## src/sv/abv_pkg.sv

```systemverilog
package abv_pkg;

    // Display modes
    localparam logic [1:0] MODE_NORMAL      = 2'd0;
    localparam logic [1:0] MODE_RED         = 2'd1;
    localparam logic [1:0] MODE_INVERSE     = 2'd2;
    localparam logic [1:0] MODE_INVERSE_RED = 2'd3;

    // Default depth of the queue between front and back
    localparam int QUEUE_DEPTH = 4;

    // Escape sequence bytes
    localparam logic [7:0] ESC_BYTE = 8'h1B;
    localparam logic [7:0] SEQ_END  = 8'h6D;  // 'm' closes every sequence

    // One classified word: mapped character and whether a mode switch precedes it
    typedef struct packed {
        logic       emit;
        logic [1:0] mode;
        logic [7:0] ch;
    } t_op;

    // Front to queue
    typedef struct packed {
        logic valid;
        t_op  op;
    } t_push;

    // Queue status seen by front and back
    typedef struct packed {
        logic full;
        logic empty;
    } t_qstat;

endpackage

```

## src/sv/abv_if.sv

```systemverilog
interface abv_in_if;
    logic       valid;
    logic       ready;
    logic [7:0] in_byte;
    logic       end_of_string;

    modport source (output valid, output in_byte, output end_of_string, input ready);
    modport sink   (input valid, input in_byte, input end_of_string, output ready);
endinterface

interface abv_out_if;
    logic       valid;
    logic       ready;
    logic [7:0] out_char;
    logic       last_of_run;

    modport source (output valid, output out_char, output last_of_run, input ready);
    modport sink   (input valid, input out_char, input last_of_run, output ready);
endinterface

```

## src/sv/abv_front.sv

```systemverilog
module abv_front (
    input  logic                 i_clk,
    input  logic                 i_rst_n,
    abv_in_if.sink               i_in,
    input  abv_pkg::t_qstat      i_qstat,
    output abv_pkg::t_push       o_push
);

    logic [1:0] r_mode;
    logic [1:0] n_mode;
    logic [1:0] cls_mode;
    logic [7:0] cls_ch;
    logic       accept;

    // Sort the byte into a mode and map it to a printable character
    always_comb begin
        case (i_in.in_byte) inside
            [8'h00:8'h1F]: begin
                cls_mode = abv_pkg::MODE_RED;
                cls_ch   = i_in.in_byte + 8'h40;
            end
            [8'h20:8'h7E]: begin
                cls_mode = abv_pkg::MODE_NORMAL;
                cls_ch   = i_in.in_byte;
            end
            8'h7F: begin
                cls_mode = abv_pkg::MODE_RED;
                cls_ch   = 8'h3F;
            end
            [8'h80:8'h9F]: begin
                cls_mode = abv_pkg::MODE_INVERSE_RED;
                cls_ch   = i_in.in_byte - 8'h40;
            end
            [8'hA0:8'hFE]: begin
                cls_mode = abv_pkg::MODE_INVERSE;
                cls_ch   = {1'b0, i_in.in_byte[6:0]};
            end
            default: begin
                cls_mode = abv_pkg::MODE_INVERSE_RED;
                cls_ch   = 8'h3F;
            end
        endcase
    end

    assign i_in.ready = !i_qstat.full;
    assign accept     = i_in.valid && !i_qstat.full;

    // Push the classified word; flag a switch when the mode changes
    always_comb begin
        o_push.valid   = accept;
        o_push.op.emit = (cls_mode != r_mode);
        o_push.op.mode = cls_mode;
        o_push.op.ch   = cls_ch;
    end

    // Track the terminal mode; drop back to normal at end of string
    always_comb begin
        n_mode = r_mode;
        if (accept) begin
            n_mode = i_in.end_of_string ? abv_pkg::MODE_NORMAL : cls_mode;
        end
    end

    always_ff @(posedge i_clk) begin
        if (!i_rst_n) begin
            r_mode <= abv_pkg::MODE_NORMAL;
        end else begin
            r_mode <= n_mode;
        end
    end

endmodule

```

## src/sv/abv_queue.sv

```systemverilog
module abv_queue #(
    parameter int DEPTH = abv_pkg::QUEUE_DEPTH
) (
    input  logic            i_clk,
    input  logic            i_rst_n,
    input  abv_pkg::t_push  i_push,
    input  logic            i_pop,
    output abv_pkg::t_op    o_head,
    output abv_pkg::t_qstat o_qstat
);

    localparam int PTR_W = $clog2(DEPTH);
    localparam int CNT_W = $clog2(DEPTH + 1);
    localparam logic [PTR_W-1:0] PTR_LAST = PTR_W'(DEPTH - 1);
    localparam logic [CNT_W-1:0] CNT_FULL = CNT_W'(DEPTH);

    abv_pkg::t_op   r_mem [DEPTH];
    logic [PTR_W-1:0] r_wptr;
    logic [PTR_W-1:0] r_rptr;
    logic [CNT_W-1:0] r_count;
    logic             do_push;
    logic             do_pop;

    assign o_qstat.full  = (r_count == CNT_FULL);
    assign o_qstat.empty = (r_count == '0);
    assign do_push       = i_push.valid && !o_qstat.full;
    assign do_pop        = i_pop && !o_qstat.empty;
    assign o_head        = r_mem[r_rptr];

    // Store words
    always_ff @(posedge i_clk) begin
        if (do_push) begin
            r_mem[r_wptr] <= i_push.op;
        end
    end

    // Advance pointers and fill count
    always_ff @(posedge i_clk) begin
        if (!i_rst_n) begin
            r_wptr  <= '0;
            r_rptr  <= '0;
            r_count <= '0;
        end else begin
            if (do_push) begin
                r_wptr <= (r_wptr == PTR_LAST) ? '0 : r_wptr + PTR_W'(1);
            end
            if (do_pop) begin
                r_rptr <= (r_rptr == PTR_LAST) ? '0 : r_rptr + PTR_W'(1);
            end
            if (do_push && !do_pop) begin
                r_count <= r_count + CNT_W'(1);
            end else if (do_pop && !do_push) begin
                r_count <= r_count - CNT_W'(1);
            end
        end
    end

endmodule

```

## src/sv/abv_back.sv

```systemverilog
module abv_back (
    input  logic            i_clk,
    input  logic            i_rst_n,
    input  abv_pkg::t_op    i_head,
    input  abv_pkg::t_qstat i_qstat,
    output logic            o_pop,
    abv_out_if.source       o_out
);

    // Length of the escape sequence for a mode
    function automatic logic [2:0] seq_len(input logic [1:0] mode);
        logic [2:0] len;
        case (mode)
            abv_pkg::MODE_NORMAL:  len = 3'd4;
            abv_pkg::MODE_RED:     len = 3'd7;
            abv_pkg::MODE_INVERSE: len = 3'd6;
            default:               len = 3'd7;
        endcase
        return len;
    endfunction

    // Byte at position idx of the escape sequence for a mode
    function automatic logic [7:0] seq_byte(input logic [1:0] mode, input logic [2:0] idx);
        logic [7:0] b;
        b = abv_pkg::SEQ_END;
        case (idx)
            3'd0: b = abv_pkg::ESC_BYTE;
            3'd1: b = 8'h5B;                                           // '['
            3'd2: b = (mode == abv_pkg::MODE_INVERSE_RED) ? 8'h33 : 8'h30;
            3'd3: begin
                case (mode)
                    abv_pkg::MODE_NORMAL:      b = abv_pkg::SEQ_END;
                    abv_pkg::MODE_INVERSE_RED: b = 8'h31;
                    default:                   b = 8'h3B;          // ';'
                endcase
            end
            3'd4: begin
                case (mode)
                    abv_pkg::MODE_RED:         b = 8'h33;
                    abv_pkg::MODE_INVERSE:     b = 8'h37;
                    default:                   b = 8'h3B;
                endcase
            end
            3'd5: begin
                case (mode)
                    abv_pkg::MODE_RED:         b = 8'h31;
                    abv_pkg::MODE_INVERSE:     b = abv_pkg::SEQ_END;
                    default:                   b = 8'h37;
                endcase
            end
            default: b = abv_pkg::SEQ_END;
        endcase
        return b;
    endfunction

    logic         r_busy;
    abv_pkg::t_op r_op;
    logic [2:0]   r_idx;
    logic         r_out_valid;
    logic [7:0]   r_out_char;
    logic         r_out_last;

    abv_pkg::t_op cur;
    logic [2:0]   cur_idx;
    logic         seq_done;
    logic         out_free;
    logic         step;

    // Work on the held word, else straight from the queue head
    assign cur      = r_busy ? r_op : i_head;
    assign cur_idx  = r_busy ? r_idx : 3'd0;
    assign seq_done = !cur.emit || (cur_idx == seq_len(cur.mode));
    assign out_free = !r_out_valid || o_out.ready;
    assign step     = out_free && (r_busy || !i_qstat.empty);
    assign o_pop    = step && !r_busy;

    assign o_out.valid       = r_out_valid;
    assign o_out.out_char    = r_out_char;
    assign o_out.last_of_run = r_out_last;

    // Hold the word under work and its sequence position
    always_ff @(posedge i_clk) begin
        if (!i_rst_n) begin
            r_busy <= 1'b0;
        end else if (step) begin
            r_busy <= !seq_done;
        end
    end

    always_ff @(posedge i_clk) begin
        if (step) begin
            r_op  <= cur;
            r_idx <= cur_idx + 3'd1;
        end
    end

    // Output register: one byte per cycle while the sink takes them and a word is held or queued
    always_ff @(posedge i_clk) begin
        if (!i_rst_n) begin
            r_out_valid <= 1'b0;
        end else if (step) begin
            r_out_valid <= 1'b1;
        end else if (o_out.ready) begin
            r_out_valid <= 1'b0;
        end
    end

    always_ff @(posedge i_clk) begin
        if (step) begin
            r_out_char <= seq_done ? cur.ch : seq_byte(cur.mode, cur_idx);
            r_out_last <= seq_done;
        end
    end

endmodule

```

## src/sv/ansi_byte_visualizer.sv

```systemverilog
// Channel  Dir  Word                       Handshake
// i_in     in   in_byte[8], end_of_string  valid/ready
// o_out    out  out_char[8], last_of_run   valid/ready
//
// A word leaves as 1 to 8 bytes (escape sequence, then the mapped character);
// the back sequencer emits one byte per cycle while the sink takes them and a
// word is held or queued.
// Input words are taken every cycle while the queue (DEPTH words) has room.
// Synchronous active-low reset returns the mode to normal and empties the queue.
// A stalled output holds its byte; the front keeps filling the queue meanwhile.
module ansi_byte_visualizer #(
    parameter int DEPTH = abv_pkg::QUEUE_DEPTH
) (
    input  logic       i_clk,
    input  logic       i_rst_n,
    abv_in_if.sink     i_in,
    abv_out_if.source  o_out
);

    abv_pkg::t_push  push;
    abv_pkg::t_op    head;
    abv_pkg::t_qstat qstat;
    logic            pop;

    abv_front u_front (
        .i_clk   (i_clk),
        .i_rst_n (i_rst_n),
        .i_in    (i_in),
        .i_qstat (qstat),
        .o_push  (push)
    );

    abv_queue #(
        .DEPTH (DEPTH)
    ) u_queue (
        .i_clk   (i_clk),
        .i_rst_n (i_rst_n),
        .i_push  (push),
        .i_pop   (pop),
        .o_head  (head),
        .o_qstat (qstat)
    );

    abv_back u_back (
        .i_clk   (i_clk),
        .i_rst_n (i_rst_n),
        .i_head  (head),
        .i_qstat (qstat),
        .o_pop   (pop),
        .o_out   (o_out)
    );

    // Track the previous delivered byte for the checks below
    logic       r_prev_last;
    logic [7:0] r_prev_char;
    logic       out_acc;

    assign out_acc = o_out.valid && o_out.ready;

    always_ff @(posedge i_clk) begin
        if (!i_rst_n) begin
            r_prev_last <= 1'b1;
        end else if (out_acc) begin
            r_prev_last <= o_out.last_of_run;
        end
    end

    always_ff @(posedge i_clk) begin
        if (out_acc) begin
            r_prev_char <= o_out.out_char;
        end
    end

    // A sequence opens with ESC
    a_seq_start: assert property (@(posedge i_clk) disable iff (!i_rst_n)
        out_acc && !o_out.last_of_run && r_prev_last |-> o_out.out_char == abv_pkg::ESC_BYTE)
        else $error("escape sequence does not start with ESC");

    // A sequence closes with 'm' right before its character
    a_seq_end: assert property (@(posedge i_clk) disable iff (!i_rst_n)
        out_acc && o_out.last_of_run && !r_prev_last |-> r_prev_char == abv_pkg::SEQ_END)
        else $error("escape sequence does not end with m");

    // A push is only raised while the queue has room
    a_ready_full: assert property (@(posedge i_clk) disable iff (!i_rst_n)
        push.valid |-> i_in.ready && !qstat.full)
        else $error("push into a full queue");

endmodule
```

## src/flat_wrapper.sv

```systemverilog
// flat-port wrapper written by rule: the top's interface ports become plain ports
module ansi_byte_visualizer_flat 
#(
    parameter int DEPTH = abv_pkg::QUEUE_DEPTH
)
  (i_clk, i_rst_n, i_in_valid, i_in_in_byte, i_in_end_of_string, i_in_ready, o_out_valid, o_out_out_char, o_out_last_of_run, o_out_ready);
  abv_in_if i_in_i ();
  abv_out_if o_out_i ();
  input  logic i_clk;
  input  logic i_rst_n;
  input wire logic [$bits(i_in_i.valid)-1:0] i_in_valid;
  input wire logic [$bits(i_in_i.in_byte)-1:0] i_in_in_byte;
  input wire logic [$bits(i_in_i.end_of_string)-1:0] i_in_end_of_string;
  output wire logic [$bits(i_in_i.ready)-1:0] i_in_ready;
  output wire logic [$bits(o_out_i.valid)-1:0] o_out_valid;
  output wire logic [$bits(o_out_i.out_char)-1:0] o_out_out_char;
  output wire logic [$bits(o_out_i.last_of_run)-1:0] o_out_last_of_run;
  input wire logic [$bits(o_out_i.ready)-1:0] o_out_ready;
  assign i_in_i.valid = i_in_valid;
  assign i_in_i.in_byte = i_in_in_byte;
  assign i_in_i.end_of_string = i_in_end_of_string;
  assign i_in_ready = i_in_i.ready;
  assign o_out_valid = o_out_i.valid;
  assign o_out_out_char = o_out_i.out_char;
  assign o_out_last_of_run = o_out_i.last_of_run;
  assign o_out_i.ready = o_out_ready;
  ansi_byte_visualizer #(.DEPTH(DEPTH)) u_core (.i_clk(i_clk), .i_rst_n(i_rst_n), .i_in(i_in_i), .o_out(o_out_i));
endmodule
```

## config.mk

```make
export PLATFORM = sky130hd
export DESIGN_NAME = ansi_byte_visualizer_flat
export DESIGN_NICKNAME = d
export VERILOG_FILES = /design/src/sv/abv_pkg.sv /design/src/sv/abv_if.sv /design/src/sv/abv_front.sv /design/src/sv/abv_queue.sv /design/src/sv/abv_back.sv /design/src/sv/ansi_byte_visualizer.sv /design/src/flat_wrapper.sv
export SDC_FILE = /design/constraint.sdc
export NUM_CORES = 1
export LEC_CHECK = 0
export BUFFER_PORTS_ARGS = -buffer_cell sky130_fd_sc_hd__buf_2
export CORE_MARGIN = 2
export CORE_UTILIZATION = 55
export CTS_BUF_LIST = sky130_fd_sc_hd__clkbuf_16
export CTS_CLUSTER_DIAMETER = 200
export DETAILED_ROUTE_END_ITERATION = 8
export PLACE_DENSITY = 0.73
export SLEW_MARGIN = 20
export SYNTH_ARGS = -nofsm -noshare
export SYNTH_HDL_FRONTEND = slang
export SYNTH_SLANG_ARGS = --single-unit
```

## constraint.sdc

```tcl
create_clock -name i_clk -period 4.2 [get_ports i_clk]
set_input_delay 0 -clock i_clk [delete_from_list [all_inputs] [get_ports i_clk]]
set_output_delay 0 -clock i_clk [all_outputs]
set_load 0.1 [all_outputs]
```

==> reports/qor.csv <==
metric,value,unit
root buffer cell,clkbuf_16,
Die Y-Extent,87.8,µm
Pleak,1.60,nW
PortBufs,23,
Sum Neg Setup Slack,0,ns
top post-synthesis cells by count,"edfxtp_1, ha_1, inv_1",
post_cts resized,0,
synth unique cells,51,
clock net sink count,80,
Slew HR,56.0,%
Final Hold Vio Count,0,
I/O pin count,24,
Post-Synthesis Mean Instance Area,14.2,µm²
crit path max fanout,11,
prevailing post-synth register cell,edfxtp_1,
Hold Path Class,input pin to flip-flop,
"EDFF count, synth",67,
sequential fraction of the synthesis area,58.8,%
TritonCTS Buffers,9,
Routed WL per cell,16.0,µm
Initial Util,56.9,%
met2 usage,27.9,%
total grt overflow,0,
startpoint types,flip-flop,
Tot GR Track Use,18.1,%
unrepaired setup endpoints after global routing,no,
Worst R2R Path Depth,9,
worst slew pin tran,0.653,ns
Yosys top cell by area,edfxtp_1,
core area,6790,µm²
post-synthesis cell count,272,
Worst IR Drop VDD,333,µV
DRT Wirelength,6380,µm
Critical Path Sink Type,flip-flop,
Yosys top cell area share,52.1,%
Hold Slack,0.0233,ns
status,finished clean,
Worst Clk Skew,0.00493,ns
Cell Rows,30,
met3 Usage GRT,5.37,%
most common cell in the synthesized netlist,edfxtp_1,
later-pin clock latency in the skew report,0.33,ns
Synth async-reset ratio,0,%
CTS tree,done,
max cap viols,0,
power per cell area,751,nW/µm²
"flops & latches, synth",80,
HPWL Detailed,4410,µm
syn_nets,308,
# DRC,0,
largest net degree at the start of global routing,24,
DRT iter0 DRCs,91,
RePlAce Congestion,0.790,
crit path time final,3.29,ns
Final nets,334,
Die ar.,7710,µm²
via count,2232,
Max clock buf depth,2,
routed vias/inst,5.59,
first-pass GRT wire length,10300,µm
Setup Viol. Count Final,0,
Mapped Area,3860,µm²
Area contributors post-synth,"edfxtp_1, ha_1, dfxtp_1",
ANT cells,0,
max-slew violation count,0,
CP Class,flip-flop to flip-flop,
postcts setup bufs,0,
GR peak layer,met2,
final period utilization,78.4,%
initial antenna violation count,0,
number of global-route vias before repair,2076,
depth of the CTS H-tree,3,
Max Clk Rate,304,MHz
CP required,4.28,ns
post-route ant nets,0,
hold depth,2,
Synth-to-Final Area Change,13.3,%
synth warn,0,
layout cells sized above 1,24.4,%
Worst-path clk slew,0.06,ns
met1 Use GR,24.9,%
CP arrival,3.37,ns
Horiz. Die Dim,87.8,µm
DR pass1 iterations,5,
-- where the power goes --
part / total [W] / switching, W / internal, W
clock: 0.000713 / 0.000308 / 0.000405
sequential: 0.00124 / 0.0000956 / 0.00115
combinational: 0.00133 / 0.000883 / 0.000446
-- kinds of logic (layout without fill, tap and decap cells) --
| logic type | Yosys count | after routing | share of synthesized area, % |
|---|---|---|---|
| and+or+nand+nor | 62 | 62 | 8.71 |
| muxes | 31 | 31 | 12.1 |
| buffers and inverters | 31 | 62 | 3.34 |
| xor gates and xnor gates | 4 | 4 | 0.907 |
| adders and majority gates | 23 | 23 | 7.64 |
| AOI/OAI and AO/OA | 41 | 41 | 8.52 |
| DFF | 80 | 80 | 58.8 |
-- placed cells by master (no fill, tap or decap), types with 9 or more instances in the layout --
cell type	n
nand2_1	15
dfxtp_1	13
inv_1	17
buf_2	23
mux4_2	11
edfxtp_1	67
mux2_2	14
clkbuf_16	9
ha_1	22
-- critical path, stage by stage, from the launching register on --
cell	delay [ns]
dfxtp_1	0.45
buf_4	0.26
mux4_2	0.51
mux2i_1	0.29
inv_1	0.19
ha_1	0.25
nor2_1	0.13
xnor2_1	0.13
a41o_1	0.46
mux2_2	0.38
-- cell type report --
class | count | area (µm²)
inverters | 17 | 63.8
multi-input cells | 161 | 1470
clock inverters | 7 | 57.6
clock buffers | 9 | 225
repair buffers | 29 | 170
well taps | 96 | 120
flip-flops and latches | 80 | 2270
fillers | 470 | 2420
-- worst paths after layout --
path                                 start                               to  slack (ns)
setup / recovery                 flip-flop  u_core.u_back.o_out.out_char[6]        0.91
hold / removal                     i_rst_n        u_core.u_back.o_out.valid        0.02
setup reg to reg                 flip-flop  u_core.u_back.o_out.out_char[6]        0.91
hold reg to reg   u_core.u_front.r_mode[0]         u_core.u_front.r_mode[0]        0.52
-- metal layers --
layer	wire, µm	up-vias	share of wire (%)
met1	2960	1085	46
met2	3100	47	49
met4	75	0	1.2
li1	-	1090	-
met3	241	10	3.8
met5	0	-	0
-- timing repair --
| item | 4_1_cts | 5_1_grt |
|---|---|---|
| setup endpoints to repair | 0 | 0 |
| endpoints found under the hold margin | 16 | 0 |
| hold buffers | 4 | 0 |
-- registers in the layout, summed over array words and instances, names as in the netlist, named ones only --
name	cells
u_core.u_back.o_out.last_of_run	1
u_core.u_back.o_out.out_char	8
u_core.u_back.o_out.valid	1
u_core.u_back.r_busy	1
u_core.u_back.r_idx	3
u_core.u_back.r_op	11
u_core.u_front.r_mode	2
u_core.u_queue.r_count	3
u_core.u_queue.r_mem	44
u_core.u_queue.r_rptr	2
u_core.u_queue.r_wptr	2
-- through the flow --
step                util [%]  instances  total power (W)  cell area [µm²]  worst slack, ns
floorplan                  -        272          0.00233             3860             1.01
global placement        59.6        379          0.00255             4050             1.02
detailed placement      59.6        379          0.00258             4050            0.931
CTS                     64.4        399          0.00331             4370            0.885
global route            64.4        399          0.00347             4380            0.696
finish                  64.4        399          0.00329             4380            0.907
Power figures use the tool's default switching activity.
